===== src/hw/rtl/byte_search_engine_assert.svh =====
// assertion macros for the byte search engine
// each macro expects clk_i and rst_ni in the scope where it is used
`ifndef BYTE_SEARCH_ENGINE_ASSERT_SVH
`define BYTE_SEARCH_ENGINE_ASSERT_SVH

// same-cycle implication
`define BSE_ASSERT_IMP(label, ante, cons, msg) \
  label: assert property (@(posedge clk_i) disable iff (!rst_ni) (ante) |-> (cons)) \
    else $error(msg);

// next-cycle implication
`define BSE_ASSERT_NXT(label, ante, cons, msg) \
  label: assert property (@(posedge clk_i) disable iff (!rst_ni) (ante) |=> (cons)) \
    else $error(msg);

`endif


===== src/hw/rtl/bse_pkg.sv =====
package bse_pkg;

  // lane and queue sizing
  localparam int unsigned LANES_DEF      = 16;
  localparam int unsigned LANES_MAX      = 16;
  localparam int unsigned FIFO_DEPTH_DEF = 2;
  localparam int unsigned CNT_W          = 5;
  localparam int unsigned OFF_W          = 32;
  localparam int unsigned BYTE_W         = 8;
  localparam int unsigned WORD_W         = 64;

  // configuration register indexes
  typedef enum logic {
    REG_NEEDLE = 1'b0,
    REG_MODE   = 1'b1
  } reg_idx_e;

  // search modes
  typedef enum logic {
    MODE_LENGTH = 1'b0,
    MODE_TERM   = 1'b1
  } search_mode_e;

  // input item
  typedef struct packed {
    logic [WORD_W-1:0] bytes_low;
    logic [WORD_W-1:0] bytes_high;
    logic [CNT_W-1:0]  valid_count;
    logic              end_of_buffer;
  } in_item_t;

  // result item
  typedef struct packed {
    logic             found;
    logic [OFF_W-1:0] match_offset;
  } out_item_t;

  // classified item passed from front to back
  typedef struct packed {
    logic             decided;
    logic             hit;
    logic [CNT_W-1:0] lane;
    logic [CNT_W-1:0] count;
    logic             last;
  } class_t;

endpackage


===== src/hw/rtl/bse_front.sv =====
module bse_front
  import bse_pkg::*;
#(
  parameter int unsigned LANES = LANES_DEF
) (
  input  in_item_t     item_i,
  input  logic [7:0]   needle_i,
  input  search_mode_e mode_i,
  output class_t       class_o
);

  logic [2*WORD_W-1:0] data;
  logic [CNT_W-1:0]    cnt_sat;
  logic [LANES-1:0]    match_v;
  logic [LANES-1:0]    stop_v;

  assign data = {item_i.bytes_high, item_i.bytes_low};

  // clamp the valid count to the lane count
  assign cnt_sat = (item_i.valid_count > CNT_W'(LANES)) ? CNT_W'(LANES)
                                                        : item_i.valid_count;

  // per-lane compare against needle and terminator
  always_comb begin
    for (int i = 0; i < LANES; i++) begin
      match_v[i] = (CNT_W'(i) < cnt_sat) && (data[BYTE_W*i +: BYTE_W] == needle_i);
      stop_v[i]  = match_v[i] ||
                   ((CNT_W'(i) < cnt_sat) && (mode_i == MODE_TERM) &&
                    (data[BYTE_W*i +: BYTE_W] == '0));
    end
  end

  // priority encode the first deciding lane
  always_comb begin
    class_o.decided = |stop_v;
    class_o.lane    = '0;
    class_o.hit     = 1'b0;
    for (int i = LANES - 1; i >= 0; i--) begin
      if (stop_v[i]) begin
        class_o.lane = CNT_W'(i);
        class_o.hit  = match_v[i];
      end
    end
    class_o.count = cnt_sat;
    class_o.last  = item_i.end_of_buffer;
  end

endmodule


===== src/hw/rtl/bse_fifo.sv =====
module bse_fifo
  import bse_pkg::*;
#(
  parameter int unsigned DEPTH = FIFO_DEPTH_DEF
) (
  input  logic   clk_i,
  input  logic   rst_ni,
  input  logic   push_i,
  input  class_t data_i,
  output logic   full_o,
  input  logic   pop_i,
  output class_t data_o,
  output logic   empty_o
);

  localparam int unsigned PtrW = (DEPTH > 1) ? $clog2(DEPTH) : 1;
  localparam int unsigned CntW = $clog2(DEPTH + 1);

  class_t            mem_q [DEPTH];
  logic [PtrW-1:0]   wr_ptr_q, wr_ptr_d;
  logic [PtrW-1:0]   rd_ptr_q, rd_ptr_d;
  logic [CntW-1:0]   cnt_q, cnt_d;
  logic              do_push, do_pop;

  assign full_o  = (cnt_q == CntW'(DEPTH));
  assign empty_o = (cnt_q == '0);
  assign do_push = push_i && !full_o;
  assign do_pop  = pop_i && !empty_o;
  assign data_o  = mem_q[rd_ptr_q];

  // pointer and fill count update
  always_comb begin
    wr_ptr_d = wr_ptr_q;
    rd_ptr_d = rd_ptr_q;
    cnt_d    = cnt_q;
    if (do_push) begin
      wr_ptr_d = (wr_ptr_q == PtrW'(DEPTH - 1)) ? '0 : wr_ptr_q + 1'b1;
    end
    if (do_pop) begin
      rd_ptr_d = (rd_ptr_q == PtrW'(DEPTH - 1)) ? '0 : rd_ptr_q + 1'b1;
    end
    if (do_push && !do_pop) begin
      cnt_d = cnt_q + 1'b1;
    end else if (do_pop && !do_push) begin
      cnt_d = cnt_q - 1'b1;
    end
  end

  always_ff @(posedge clk_i or negedge rst_ni) begin
    if (!rst_ni) begin
      wr_ptr_q <= '0;
      rd_ptr_q <= '0;
      cnt_q    <= '0;
    end else begin
      wr_ptr_q <= wr_ptr_d;
      rd_ptr_q <= rd_ptr_d;
      cnt_q    <= cnt_d;
    end
  end

  // entry storage
  always_ff @(posedge clk_i) begin
    if (do_push) begin
      mem_q[wr_ptr_q] <= data_i;
    end
  end

endmodule


===== src/hw/rtl/bse_back.sv =====
module bse_back
  import bse_pkg::*;
(
  input  logic      clk_i,
  input  logic      rst_ni,
  input  class_t    head_i,
  input  logic      head_empty_i,
  output logic      head_pop_o,
  output out_item_t out_item_o,
  output logic      empty_o,
  input  logic      pop_i
);

  `include "byte_search_engine_assert.svh"

  logic [OFF_W-1:0] offset_q, offset_d;
  logic             done_q, done_d;
  logic             out_valid_q, out_valid_d;
  out_item_t        out_q, out_d;
  logic             take;
  logic             res_valid;
  logic [OFF_W:0]   sum;
  logic [OFF_W-1:0] sat;

  // take the next classified item whenever the output slot frees up
  assign take       = !head_empty_i && (!out_valid_q || pop_i);
  assign head_pop_o = take;
  assign empty_o    = !out_valid_q;
  assign out_item_o = out_q;

  // saturating offset add
  assign sum = {1'b0, offset_q} + (OFF_W+1)'(head_i.decided ? head_i.lane : head_i.count);
  assign sat = sum[OFF_W] ? '1 : sum[OFF_W-1:0];

  // search state and result generation
  always_comb begin
    offset_d  = offset_q;
    done_d    = done_q;
    res_valid = 1'b0;
    out_d     = out_q;
    if (take) begin
      if (done_q) begin
        // dropping the rest of a decided buffer
        if (head_i.last) begin
          offset_d = '0;
          done_d   = 1'b0;
        end
      end else if (head_i.decided) begin
        res_valid          = 1'b1;
        out_d.found        = head_i.hit;
        out_d.match_offset = head_i.hit ? sat : '0;
        if (head_i.last) begin
          offset_d = '0;
          done_d   = 1'b0;
        end else begin
          done_d = 1'b1;
        end
      end else begin
        offset_d = sat;
        if (head_i.last) begin
          res_valid          = 1'b1;
          out_d.found        = 1'b0;
          out_d.match_offset = '0;
          offset_d           = '0;
          done_d             = 1'b0;
        end
      end
    end
  end

  // output slot occupancy
  always_comb begin
    out_valid_d = out_valid_q;
    if (pop_i && out_valid_q) begin
      out_valid_d = 1'b0;
    end
    if (res_valid) begin
      out_valid_d = 1'b1;
    end
  end

  always_ff @(posedge clk_i or negedge rst_ni) begin
    if (!rst_ni) begin
      offset_q    <= '0;
      done_q      <= 1'b0;
      out_valid_q <= 1'b0;
    end else begin
      offset_q    <= offset_d;
      done_q      <= done_d;
      out_valid_q <= out_valid_d;
    end
  end

  // result payload
  always_ff @(posedge clk_i) begin
    if (res_valid) begin
      out_q <= out_d;
    end
  end

  // checks
  `BSE_ASSERT_IMP(a_new_result_from_take, $rose(out_valid_q), $past(take),
                  "result appeared without a taken item")
  `BSE_ASSERT_IMP(a_miss_offset_zero, out_valid_q && !out_q.found,
                  out_q.match_offset == '0, "not-found result with nonzero offset")
  `BSE_ASSERT_NXT(a_last_clears_state, take && head_i.last,
                  (offset_q == '0) && !done_q, "buffer end did not clear search state")

endmodule


===== src/hw/rtl/byte_search_engine.sv =====
// Byte search engine: finds the first byte equal to the needle register in a buffer
// streamed as items of up to 16 bytes (lane 0 first). In length mode a buffer ends in a
// single result (found plus offset, or not found on the item marked last); in terminator
// mode a zero byte also ends it without a match unless it equals the needle. Items after
// a decision are dropped up to the one marked last, and offsets saturate at 0xFFFFFFFF.
// One item is accepted per clock while the queue is not full; the front compares all lanes
// and priority-encodes the first deciding lane as the item is accepted, a two-entry queue
// follows, and the back updates the 32-bit running offset and registers each result in
// an output slot. Registers: needle at 0x0, search_mode at 0x4; write them only while idle.
module byte_search_engine
  import bse_pkg::*;
#(
  parameter int unsigned LANES      = LANES_DEF,
  parameter int unsigned FIFO_DEPTH = FIFO_DEPTH_DEF
) (
  input  logic        clk_i,
  input  logic        rst_ni,
  // item input
  input  logic        push,
  output logic        full,
  input  in_item_t    in_item_i,
  // result output
  output logic        empty,
  input  logic        pop,
  output out_item_t   out_item_o,
  // configuration
  input  logic        psel,
  input  logic        penable,
  input  logic        pwrite,
  input  logic [2:0]  paddr,
  input  logic [31:0] pwdata,
  output logic [31:0] prdata,
  output logic        pready
);

  logic [7:0]   needle_q;
  search_mode_e mode_q;
  reg_idx_e     reg_idx;
  logic         cfg_wr;
  class_t       class_in;
  class_t       class_head;
  logic         head_empty;
  logic         head_pop;

  // configuration registers
  assign reg_idx = reg_idx_e'(paddr[2]);
  assign cfg_wr  = psel && penable && pwrite && pready;
  assign pready  = 1'b1;

  always_ff @(posedge clk_i or negedge rst_ni) begin
    if (!rst_ni) begin
      needle_q <= '0;
      mode_q   <= MODE_LENGTH;
    end else if (cfg_wr) begin
      unique case (reg_idx)
        REG_NEEDLE: needle_q <= pwdata[7:0];
        REG_MODE:   mode_q   <= search_mode_e'(pwdata[0]);
        default:    ;
      endcase
    end
  end

  // register read back
  always_comb begin
    unique case (reg_idx)
      REG_NEEDLE: prdata = {24'd0, needle_q};
      REG_MODE:   prdata = {31'd0, mode_q};
      default:    prdata = '0;
    endcase
  end

  // lane classification
  bse_front #(
    .LANES (LANES)
  ) u_front (
    .item_i   (in_item_i),
    .needle_i (needle_q),
    .mode_i   (mode_q),
    .class_o  (class_in)
  );

  // decoupling queue
  bse_fifo #(
    .DEPTH (FIFO_DEPTH)
  ) u_fifo (
    .clk_i   (clk_i),
    .rst_ni  (rst_ni),
    .push_i  (push),
    .data_i  (class_in),
    .full_o  (full),
    .pop_i   (head_pop),
    .data_o  (class_head),
    .empty_o (head_empty)
  );

  // offset tracking and results
  bse_back u_back (
    .clk_i        (clk_i),
    .rst_ni       (rst_ni),
    .head_i       (class_head),
    .head_empty_i (head_empty),
    .head_pop_o   (head_pop),
    .out_item_o   (out_item_o),
    .empty_o      (empty),
    .pop_i        (pop)
  );

endmodule

===== config.mk =====
export PLATFORM = sky130hd
export DESIGN_NAME = byte_search_engine
export DESIGN_NICKNAME = d
export VERILOG_FILES = /design/src/hw/rtl/bse_pkg.sv /design/src/hw/rtl/bse_front.sv /design/src/hw/rtl/bse_fifo.sv /design/src/hw/rtl/bse_back.sv /design/src/hw/rtl/byte_search_engine.sv
export VERILOG_INCLUDE_DIRS = /design/src /design/src/hw/rtl
export SDC_FILE = /design/constraint.sdc
export NUM_CORES = 1
export LEC_CHECK = 0
export BUFFER_PORTS_ARGS = -buffer_cell sky130_fd_sc_hd__buf_2
export CAP_MARGIN = 15
export CORE_UTILIZATION = 33
export DETAILED_ROUTE_END_ITERATION = 10
export GPL_TIMING_DRIVEN = 0
export PLACE_DENSITY_LB_ADDON = 0.2
export SLEW_MARGIN = 25
export SYNTH_ARGS = -nofsm -noshare
export SYNTH_HDL_FRONTEND = slang
export SYNTH_SLANG_ARGS = --single-unit

===== constraint.sdc =====
create_clock -name clk_i -period 9.65 [get_ports clk_i]
set_input_delay 1.4475 -clock clk_i [delete_from_list [all_inputs] [get_ports clk_i]]
set_output_delay 1.4475 -clock clk_i [all_outputs]
set_load 0.02 [all_outputs]

==> Yosys cells after proc, flatten, opt, wreduce, memory -nomap -nowiden <==
Memory sizes are Yosys's and may differ from the RTL's.
Index checks and enable logic that the tools add are counted.
{ "totals": {"inputBits": 176, "elab_cells": 196, "ramBits": 26, "memories": 1, "reg_bits": 80, "out_inout_bits": 68} }
{ "memory_table": {"columns": ["name", "words", "word_bits", "rd", "rd_ports_with_merged_regs", "wr", "line", "source"], "rows": [
  ["u_fifo.mem_q", 2, 13, 1, 0, 1, "bse_fifo.sv:19", "class_t mem_q [DEPTH];"]
]} }
{ "op_classes": {"n_lt_le_gt_ge": 17, "bitwise": 2, "n_addsub": 5, "eq_ne": 17, "muxes": 42, "n_reduce_logical": 102} }
{ "op_table": {"columns": ["cell", "count"], "rows": [
  ["2-to-1 mux 32 bit", 6],
  ["equality test 8 bit", 16],
  ["zero test 8 bit", 16],
  ["2-to-1 mux 6 bit", 16],
  ["2-to-1 mux 33 bit", 2],
  ["one-hot mux 32 bit (2 select lines)", 1],
  ["logical AND 1 bit", 56],
  ["< comparator 4 x 5 -> 1 bit, first input constant", 8],
  ["adder 32 x 33 -> 33 bit", 1],
  ["< comparator 3 x 5 -> 1 bit, first input constant", 4],
  ["logical OR 1 bit", 17],
  ["OR reduction 16 bit", 1],
  ["2-to-1 mux 1 bit", 13],
  ["< comparator 1 x 5 -> 1 bit, first input constant", 2],
  ["< comparator 2 x 5 -> 1 bit, first input constant", 2],
  ["2-to-1 mux 5 bit", 2],
  ["nonzero test 2 bit", 3],
  ["> comparator 5 bit, second input constant", 1],
  ["zero test 1 bit", 5],
  ["2-to-1 mux 2 bit", 2],
  ["AND reduction 2 bit", 2],
  ["AND reduction 4 bit", 1],
  ["adder 1 bit, second input constant", 2],
  ["adder 2 x 1 -> 2 bit, second input constant", 1],
  ["4 further kinds", 5]
]} }

==> Depth between registers and ports, before layout <==
Gate-level depths: netlist (run 1).
{ "depth": {"depth_word": 22, "mapped_depth": 16, "depth_no_buf": 14} }

==> Modules after synthesis <==
Synthesis (run 1) repeated with hierarchy kept, for this count alone.
{ "hier_totals": {"cells_unflattened": 889, "hier_area_um2": 8346.8} }
{ "by_module_without_submodules": {"columns": ["mod", "seq_area_each_um2", "area_per_inst_um2", "cells_each", "n_inst"], "rows": [
  ["bse_back", 1841.8, 3953.8, 410, 1],
  ["bse_front", 0.0, 2577.5, 364, 1],
  ["bse_fifo", 880.8, 1168.6, 59, 1],
  ["byte_search_engine", 225.2, 646.9, 56, 1]
]} }

==> Worst setup path before layout (run 1) <==
OpenSTA, ideal clock, no wires.
{ "synth_path": {"kind": "input -> register", "from": "input pop", "to": "register u_back.out_q (netlist bit u_back.out_item_o[0]) (enable)", "path_slack_ps": 4968, "stages": 2, "setup_time_ps": 475, "arrival_time_ps": 4207, "path_cell_list": "o22ai_1 -> a211oi_1"} }
{ "synth_via": {"elab_chain_len": 4} }
{ "synth_rtl": {"columns": ["item", "line", "source"], "rows": [
  ["start: declaration", "byte_search_engine.sv:24", "input logic pop,"],
  ["logical OR 1 bit (*)", "bse_back.sv:26", "assign take = !head_empty_i && (!out_valid_q || pop_i);"],
  ["logical AND 1 bit (*)", "bse_back.sv:26", null],
  ["2-to-1 mux 1 bit", "bse_back.sv:41", "if (take) begin"],
  ["AND reduction 4 bit (no line) (*)", null, null],
  ["end signal: assignment", "bse_back.sv:97", "out_q <= out_d;"],
  ["end: declaration", "bse_back.sv:19", "out_item_t out_q, out_d;"]
]} }
Every way passes the cells marked *; elsewhere a longest branch is shown, timed or not.
A chain may end at the register's enable or synchronous reset.

==> Worst setup path after layout (run 1) <==
{ "layout_path": {"from": "register u_fifo.rd_ptr_q", "to": "register u_back.out_q (netlist bit u_back.out_item_o[13]), data pin"} }
{ "layout_via": {"elab_chain_len": 6} }
{ "layout_rtl": {"columns": ["item", "line", "source"], "rows": [
  ["start: declaration", "bse_fifo.sv:21", "logic [PtrW-1:0] rd_ptr_q, rd_ptr_d;"],
  ["start signal: assignment", "bse_fifo.sv:56", "rd_ptr_q <= rd_ptr_d;"],
  ["memory (2 x 13 bit) (*)", null, null],
  ["2-to-1 mux 5 bit", "bse_back.sv:32", "assign sum = {1'b0, offset_q} + (OFF_W+1)'(head_i.decided ? head_i.lane : head_i.count);"],
  ["adder 32 x 33 -> 33 bit", "bse_back.sv:32", null],
  ["2-to-1 mux 32 bit", "bse_back.sv:33", "assign sat = sum[OFF_W] ? '1 : sum[OFF_W-1:0];"],
  ["2-to-1 mux 32 bit", "bse_back.sv:51", "out_d.match_offset = head_i.hit ? sat : '0;"],
  ["2-to-1 mux 33 bit (*)", "bse_back.sv:48", "end else if (head_i.decided) begin"]
]} }
Marked as above.

==> run metrics, run 1 <==
CTS tree=done; CP Data Arrival Time=4450 ps; via count=7086; Worst path most repeated cell=clkbuf_1; initial drt markers=342; Post-CTS Setup Inserts=0; initial antenna violation count=8; sequential share of the synthesized area=37.2%; critical path's top delay family=compound AO/OA/AOI/OAI gates; vias in the first global route=7010; Main synth FF type=edfxtp_1; crit path cell chain=clkbuf_1, clkbuf_1, a211oi_1, a21oi_1, ha_1, inv_1, fa_1, nor2b_1, o21a_1, o21ai_1, a2111oi_4, nand2_1, clkbuf_1, buf_1, a21oi_1; Slowest-stage cell, CP=a2111oi_4; Die ar.=24100 µm²; WL final=24400 µm; asr flop ratio synth=45.2%; Setup crit end kind=flop; Peak VDD IR=0.0861 mV; worst hold stages=1; post-synthesis cell count=851; Root Buffer=clkbuf_16; Remaining Overflow, GRT=0; ANT nets after route=0; Netlist Area Pre-Place=7760 µm²; RePlAce Congestion=0.850; Final Hold Vio Count=0; Seq cells post-synth=104; Setup Viol. Count Final=0; CTS Buf Count=9; Startpoint Class=flop; clk_skew=10.9 ps; Final Slew Violations=0; drc violations=0; number of cells on the critical path=15; Synthesis Warnings=0; dpl hpwl=19100 µm; clock slew at reported path FFs=70 ps; max-cap viol count=0; Hold-fix buffers, CTS=0; Die Span Y=155 µm; Final min period=4270 ps; Final period util=44.2%; # H-tree levels=3; status=finished clean; Initial Util=34.0%; reg2reg path depth=15; Final TNS setup=0 ps; Slew headroom=38.6%; Skew-Pair Late Insertion Delay=360 ps; Die Width=155 µm; cell area power density=202 nW/µm²; Hold Crit Class=flop to flop; CP peak stage delay=610 ps; Mean Syn Cell Area=9.12 µm²; area of the core=22800 µm²; worst-margin pin slew=921 ps; # rows=55; Worst EP required=9830 ps; Avg WL per Cell=17.4 µm; Lkg Pwr=3.99 nW; number of flops mapped to enable cells by yosys=57; global-route wire length before repair=38500 µm; Placed Cells=1379; total track usage=20.7%; Fmax achieved=234 MHz; crit-path max FO=10; Initial DRT Pass Iterations=5; Buffers on Ports=190; CP Buf/Inv Count=5; final-layout fill cell count=2418; I/O pins=244; WS Path Type=flop to flop; vias per cell=5.05; RSZ-0062 raised after global routing=false; CTS Buffer Depth=2; largest net degree at the start of global routing=48; final non-filler cell total=1402; Yosys cell types=66; clk sinks=104; count of nets after finishing=1260; Area Overhead vs Synth=22.6%; Post-CTS Resized=0; fraction of layout cells with a size suffix above 1=26.4%
==> cells in the final DEF (no fill, tap or decap), types with 24 or more instances in the layout <==
cell | synthesis | final
clkbuf_1 | 22 | 24
conb_1 | 2 | 25
a21oi_1 | 52 | 52
nand2_1 | 59 | 59
o21ai_0 | 38 | 38
dfrtp_1 | 47 | 47
nor3_1 | 26 | 26
buf_2 | 20 | 209
xnor2_1 | 75 | 75
and3_1 | 24 | 24
buf_4 | 26 | 27
nor4_1 | 33 | 33
edfxtp_1 | 57 | 57
nor2_1 | 57 | 56
xor2_1 | 79 | 79
nand3_1 | 24 | 24
==> logic make-up (layout without fill, tap and decap cells) <==
logic type / after synthesis / after routing / share of synthesized area [%]
xor gates and xnor gates: 154 / 154 / 17.4
muxes: 21 / 21 / 2.92
DFF: 104 / 104 / 37.2
buffers and inverters: 91 / 299 / 5.98
other: 2 / 32 / 0.0968
and+or+nand+nor: 310 / 310 / 21.6
adders and majority gates: 7 / 7 / 1.23
AOI/OAI and AO/OA: 162 / 162 / 13.6
==> layer usage <==
layer	GRT usage [%]	vias up	routed length (µm)
met5	0	-	41
met2	34.2	242	11400
met1	26.1	3315	10800
met4	7.56	6	612
met3	5.24	42	1560
li1	-	3481	-
==> through the flow <==
stage / util, % / setup WS [ps] / area (µm²) / hold WS (ps) / total power, mW
after floorplan: - / 4970 / 7850 / 456 / 1.28
after global placement: 40.2 / 3340 / 9190 / 474 / 1.56
after detailed placement: 40.4 / 5400 / 9230 / 482 / 1.59
after CTS: 41.6 / 5370 / 9500 / 494 / 1.93
after global routing: 41.6 / 4930 / 9510 / 503 / 2.05
final: 41.6 / 5380 / 9520 / 491 / 1.92
==> flip-flops by register name, summed over array words and instances (netlist names) <==
name and flops:
u_back.offset_q 32, u_fifo.wr_ptr_q 1, u_back.out_item_o 33, u_fifo.mem_q 24, u_back.out_valid_q 1, u_fifo.cnt_q 2, u_back.done_q 1, u_fifo.rd_ptr_q 1
mode_q 1, needle_q 8
==> area by class of cell <==
class,count,area [µm²],area share (%)
Inverter,21,78.8,0.828
Multi-Input combinational cell,679,4510,47.4
Buffer,70,385,4.05
Tap cell,313,392,4.12
Clock buffer,11,233,2.45
Timing Repair Buffer,192,980,10.3
Clock inverter,5,33.8,0.355
Sequential cell,104,2890,30.3
Antenna cell,7,17.5,0.184
==> where the power goes <==
| group | total [mW] | internal [mW] | switching, mW |
|---|---|---|---|
| clock network | 0.344 | 0.175 | 0.169 |
| registers | 0.641 | 0.603 | 0.0376 |
| logic | 0.935 | 0.333 | 0.602 |
==> cells in the mapped netlist (5+ instances only) <==
cell type	number	share of area (%)
xor2_1	79	8.9
xnor2_1	75	8.5
nand2_1	59	2.9
edfxtp_1	57	22
nor2_1	57	2.8
a21oi_1	52	3.4
dfrtp_1	47	15
o21ai_0	38	2.5
nor4_1	33	2.7
buf_4	26	2.5
nor3_1	26	1.7
and3_1	24	1.9
nand3_1	24	1.5
nand4_1	23	1.9
clkbuf_1	22	1.1
inv_1	21	1.0
buf_2	20	1.3
nor2b_1	20	1.6
mux2_2	13	1.9
a22o_1	12	1.4
a211oi_1	9	0.87
mux2i_1	8	1.0
a21o_1	6	0.58
ha_1	6	0.97
or2_2	6	0.48
nand2b_1	5	0.40
nand4b_1	5	0.56
nor4b_1	5	0.56
o211ai_1	5	0.48
o21a_1	5	0.48
o31ai_1	5	0.48
==> worst paths after layout <==
path	startpoint	to	slack, ps
setup / recovery	u_fifo.rd_ptr_q	u_back.out_item_o[13]	5380
hold / removal	u_fifo.cnt_q[1]	u_fifo.cnt_q[1]	490
setup reg to reg	u_fifo.rd_ptr_q	u_back.out_item_o[13]	5380
hold reg to reg	u_fifo.cnt_q[1]	u_fifo.cnt_q[1]	490
max in group asynchronous	rst_ni	needle_q[2]	8080
min in group asynchronous	rst_ni	u_back.offset_q[23]	1110
Power figures use the tool's default switching activity.
==> run 2, diff against run 1 <==
Settings changed: ABC_AREA set to 1.
Clock period 9.65 ns to 3.55 ns, I/O delays scaled along.
==> run metrics, run 2 <==
status=finished with violations; failing checks=negative setup slack; pre-CTS setup slack=-1110 ps (-6510 ps); number of flip-flops in the largest register=33 (unchanged); Area Overhead vs Synth=32.2%; Fmax achieved=255 MHz (+8.7%); Final TNS setup=-15250 ps (-15250 ps); Synthesis Warnings=0 (unchanged); clk_skew=11.9 ps (+0.925 ps); Setup Viol. Count Final=64 (+64); global-route wire length before repair=41500 µm (+8.0%); max-cap viol count=0 (unchanged); CTS tree=done; Initial DRT Pass Iterations=5 (unchanged); # H-tree levels=3 (unchanged); Worst EP required=3670 ps (-6160 ps); Initial Util=33.7% (-0.23 points); synth top area cells=edfxtp_1, dfrtp_1, nand2_1; Startpoint Class=flop; CTS Buffer Depth=2 (unchanged); final non-filler cell total=1739 (+24%); Seq cells post-synth=104 (unchanged); leading area contributor after synthesis=edfxtp_1; largest net degree at the start of global routing=48 (unchanged); Skew-Pair Late Insertion Delay=360 ps (about the same); initial antenna violation count=5 (-3); Setup crit end kind=flop; CP Data Arrival Time=4040 ps (-410 ps); commonest non-fill, non-tap cell in the layout=nand2_1; Final Hold Vio Count=0 (unchanged); CTS Buf Count=9 (unchanged); RePlAce Congestion=0.881 (+3.7%); Hold-fix buffers, CTS=0 (unchanged); leading cell types in the layout, fill and taps excluded=nand2_1, buf_2, inv_1; post-synthesis cell count=1131 (+33%); worst-margin pin slew=755 ps (-167 ps); Peak VDD IR=0.354 mV (+310%); final-layout fill cell count=2510 (+3.8%); RSZ-0062 raised after global routing=true; WL final=26800 µm (+10%); Yosys cell types=56 (-15%); Avg WL per Cell=15.4 µm (-11%); Die ar.=25500 µm² (+5.6%); Hold Crit Class=input pin to asynchronous set/reset pin; fraction of layout cells with a size suffix above 1=30.5% (+4.1 points); ANT nets after route=0 (unchanged); total track usage=20.7% (-0.059 points); Remaining Overflow, GRT=0 (unchanged); Final Slew Violations=0 (unchanged); vias per cell=4.96 (-1.8%); cell area power density=582 nW/µm² (+190%); Yosys top cell area share=20.9% (-1.2 points); count leader, synth=nand2_1; Main synth FF type=edfxtp_1; area of the core=24300 µm² (+6.4%); list of most frequent post-synthesis cells=nand2_1, inv_1, nor2_1; worst setup margin=-376 ps (-5760 ps); Lkg Pwr=5.19 nW (+30%); Root Buffer=clkbuf_16; Netlist Area Pre-Place=8200 µm² (+5.7%); clk sinks=104 (unchanged); crit-path max FO=6 (-4); count of nets after finishing=1591 (+26%); Slew headroom=49.7% (+11 points); Buffers on Ports=191 (+0.53%); via count=8632 (+22%); dpl hpwl=20300 µm (+6.3%); initial drt markers=524 (+53%); clock slew at reported path FFs=70 ps (about the same); Die Span Y=160 µm (+2.8%); asr flop ratio synth=45.2% (unchanged); Mean Syn Cell Area=7.25 µm² (-20%); drc violations=0 (unchanged); WS Path Type=flop to flop; Final min period=3930 ps (-342 ps); Final period util=111% (+66 points); Die Width=160 µm (+2.8%); I/O pins=244 (unchanged); vias in the first global route=8020 (+14%); number of flops mapped to enable cells by yosys=57 (unchanged); Placed Cells=1670 (+21%); sequential share of the synthesized area=35.2% (-2.0 points); # rows=57 (+3.6%)
==> run 2: cell type report <==
type / instances / area (µm²) / share of cell area [%]
Multi-Input combinational cell: 827 / 4790 / 44.2
Sequential cell: 104 / 2890 / 26.6
Timing Repair Buffer: 244 / 1440 / 13.3
Inverter: 159 / 622 / 5.74
Tap cell: 324 / 405 / 3.74
Buffer: 63 / 397 / 3.66
Clock buffer: 10 / 229 / 2.11
Clock inverter: 6 / 60.1 / 0.554
Antenna cell: 2 / 5.00 / 0.0462
==> run 2: power breakdown <==
group	switching, mW	internal (mW)
clock network	0.440	0.544
registers	0.144	1.69
logic	2.23	1.27
==> run 2: kinds of logic after synthesis <==
family	share of synthesized area, %
other	0.0916
adders and majority gates	1.16
and+or+nand+nor	30.3
buffers and inverters	11.7
AOI/OAI and AO/OA	12.4
DFF	35.2
xor gates and xnor gates	8.76
muxes	0.366
==> run 2: path summary, 6_finish.rpt <==
check / startpoint / to / slack [ps] / depth (start not counted)
max: u_fifo.rd_ptr_q / u_back.out_item_o[30] / -380 / 26
min: rst_ni / u_back.offset_q[18] / 210 / 1
max reg2reg: u_fifo.rd_ptr_q / u_back.out_item_o[30] / -380 / 26
min reg2reg: u_fifo.wr_ptr_q / u_fifo.wr_ptr_q / 540 / 2
max in group asynchronous: rst_ni / u_fifo.rd_ptr_q / 2860 / 1
min in group clk_i: in_item_i[0] / u_fifo.mem_q[1][0] / 370 / 1
==> run 2: worst max-delay path, cell delays in order (launching register included) <==
cell	delay, ps
dfrtp_2	450
clkinv_4	70
nand2_4	40
nand2_4	90
inv_6	40
clkbuf_16	150
buf_4	130
o21ai_4	150
ha_4	150
inv_2	40
fa_2	380
o31ai_4	210
nand2_1	100
a21oi_2	220
nand3_2	140
nor2_2	120
nand2_2	120
nor4_4	200
nand2_2	120
nor2_4	160
buf_4	140
buf_6	110
nand3_2	80
nand2_1	110
nand2_2	70
nand2_1	60
inv_1	40
==> run 2: routing by layer <==
metal	wire [µm]	vias up	track usage, %
met5	25	-	0
met3	1590	77	3.25
met2	13200	316	36.3
met4	938	4	8.04
li1	-	4282	-
met1	11100	3953	25.3
==> run 2: per-stage QoR <==
| step | utilization (%) | instance area, µm² | hold WS, ps | total power, mW |
|---|---|---|---|---|
| 6_report | 44.6 | 10800 | 213 | 6.31 |
| 5_1_grt | 44.6 | 10800 | 255 | 6.75 |
| 4_1_cts | 42.7 | 10400 | 233 | 6.02 |
| 3_5_place_dp | 40.0 | 9720 | 511 | 4.82 |
| 3_3_place_gp | 39.8 | 9690 | 503 | 4.76 |
| 2_1_floorplan | - | 8320 | 237 | 3.83 |
==> run 2: what timing repair did <==
item / in CTS / in global routing
buffers inserted: 27 / 27
pin swaps: 17 / 29
resized for setup: 58 / 88
setup endpoints to repair: 64 / 64
cloned: 0 / 1
==> run 3, diff against run 2 <==
Settings changed: RECOVER_POWER set to 25.
==> run metrics, run 3 (synthesis results as in run 2) <==
CP Data Arrival Time=4040 ps (about the same); total track usage=20.7% (unchanged); grt met1 use=25.3% (unchanged); Peak VDD IR=0.354 mV (about the same); Avg WL per Cell=15.4 µm (about the same); commonest non-fill, non-tap cell in the layout=nand2_1; global routing's busiest layer=met2; RePlAce Congestion=0.881 (unchanged); Lkg Pwr=5.19 nW (about the same); Skew-Pair Late Insertion Delay=360 ps (about the same); reg2reg path depth=26 (unchanged); # H-tree levels=3 (unchanged); Initial DRT Pass Iterations=5 (unchanged); Die ar.=25500 µm² (unchanged); Final min period=3930 ps (unchanged); RSZ-0062 raised after global routing=true; Root Buffer=clkbuf_16; clk sinks=104 (unchanged); r2r setup slk=-380 ps (about the same); worst-margin pin slew=2790 ps (+2040 ps); I/O pins=244 (unchanged); count of nets after finishing=1591 (unchanged); cell area after layout=10800 µm² (about the same); initial antenna violation count=5 (unchanged); global-route wire length before repair=41500 µm (unchanged); Final Hold Vio Count=0 (unchanged); Slew headroom=-86.2% (-140 points); Worst R2R Start=u_fifo.rd_ptr_q; Hold-fix buffers, CTS=0 (unchanged); Final period util=111% (unchanged); Worst EP required=3670 ps (about the same); initial drt markers=524 (unchanged); # rows=57 (unchanged); Die Width=160 µm (unchanged); Remaining Overflow, GRT=0 (unchanged); Setup crit end kind=flop; Startpoint Class=flop; Pwr Total=6.31 mW (about the same); leading cell types in the layout, fill and taps excluded=nand2_1, buf_2, inv_1; Final TNS setup=-15240 ps (+5.40 ps); placed cell area=9720 µm² (unchanged); number of flip-flops in the largest register=33 (unchanged); pre-CTS setup slack=-1110 ps (unchanged); Initial Util=33.7% (unchanged); worst setup margin=-376 ps (unchanged); vias in the first global route=8020 (unchanged); clock slew at reported path FFs=70 ps (about the same); GR Util met2=36.3% (unchanged); Critical Path End=u_back.out_item_o[30]; Fmax achieved=255 MHz (unchanged); cell area power density=583 nW/µm² (about the same); vias per cell=4.96 (unchanged); Setup Viol. Count Final=64 (unchanged); max-cap viol count=1 (+1); status=finished with violations; Critical Path Source=u_fifo.rd_ptr_q; Area Overhead vs Synth=32.1% (about the same); WS Path Type=flop to flop; Buffers on Ports=191 (unchanged); r2r endpoint=u_back.out_item_o[30]; clk_skew=11.3 ps (-0.521 ps); failing checks=max-capacitance violations, max-slew violations, negative setup slack; Hold Crit Class=input pin to flop; ANT nets after route=0 (unchanged); Final Util=44.6% (about the same); Final Slew Violations=48 (+48); dpl hpwl=20300 µm (unchanged); WL final=26800 µm (about the same); crit-path max FO=6 (unchanged); area of the core=24300 µm² (unchanged); met3 Track Usage GR=3.25% (unchanged); Die Span Y=160 µm (unchanged); CTS Buffer Depth=2 (unchanged); CTS tree=done; via count=8632 (unchanged); drc violations=0 (unchanged); CTS Buf Count=9 (unchanged); largest net degree at the start of global routing=48 (unchanged); fraction of layout cells with a size suffix above 1=30.4% (-0.071 points)
[run 3: changes by cell type in the layout (fill, tap and decap cells not counted), sizes merged]
| cell | before | now |
|---|---|---|
| buf | 286 | 285 |
| clkbuf | 31 | 32 |
[run 3: how the worst min path moves through the flow]
stage                     slack [ps]                  end            start  depth (start not counted)
final                            370   u_fifo.mem_q[1][0]     in_item_i[0]                          1
after global routing             360   u_fifo.mem_q[0][0]     in_item_i[0]                          1
after CTS                        230  u_back.offset_q[11]           rst_ni                          1
after detailed placement         510      u_fifo.wr_ptr_q  u_fifo.wr_ptr_q                          2
after global placement           500      u_fifo.wr_ptr_q  u_fifo.wr_ptr_q                          2
after floorplan                  240               mode_q           rst_ni                          0
[run 3: routing by layer]
metal | up-vias | share of wire [%]
met4 | 4 | 3.5
met5 | - | 0.093
met1 | 3953 | 41
li1 | 4282 | -
met3 | 77 | 5.9
met2 | 316 | 49
[run 3: per-stage QoR]
step / hold slack (ps) / cells
detailed placement: 511 / 1670
floorplan: 237 / 1154
global route: 363 / 1738
CTS: 233 / 1713
global placement: 503 / 1669
finish: 369 / 1739
[run 3: what timing repair did]
action	4_1_cts	5_1_grt
endpoints found under the setup margin	64	64
gates cloned	0	1
setup buffers	27	27
pin swaps	17	29
gates resized for setup	58	88
[run 3: final cells by class]
cell class                 instances  area, µm²
fill                            2509      13500
multi-input combinational        827       4790
sequential                       104       2890
timing repair buffer             244       1440
inverter                         159        622
tap                              324        405
buffer                            63        397
clock buffer                      10        229
clock inverter                     6       60.1
antenna                            2       5.00
[run 3: worst max-delay path, cell delays in order (launching register included)]
cell and delay (ps):
dfrtp_2 450, clkinv_4 70, nand2_4 40, nand2_4 90, inv_6 40, clkbuf_16 150
buf_4 130, o21ai_4 150, ha_4 150, inv_2 40, fa_2 380, o31ai_4 210
nand2_1 100, a21oi_2 220, nand3_2 140, nor2_2 120, nand2_2 120, nor4_4 200
nand2_2 120, nor2_4 160, buf_4 140, buf_6 110, nand3_2 80, nand2_1 110
nand2_2 70, nand2_1 60, inv_1 40
[run 3: power breakdown]
group | total (mW) | internal, mW | switching [mW]
combinational | 3.49 | 1.27 | 2.23
sequential | 1.84 | 1.69 | 0.144
clock | 0.984 | 0.544 | 0.440
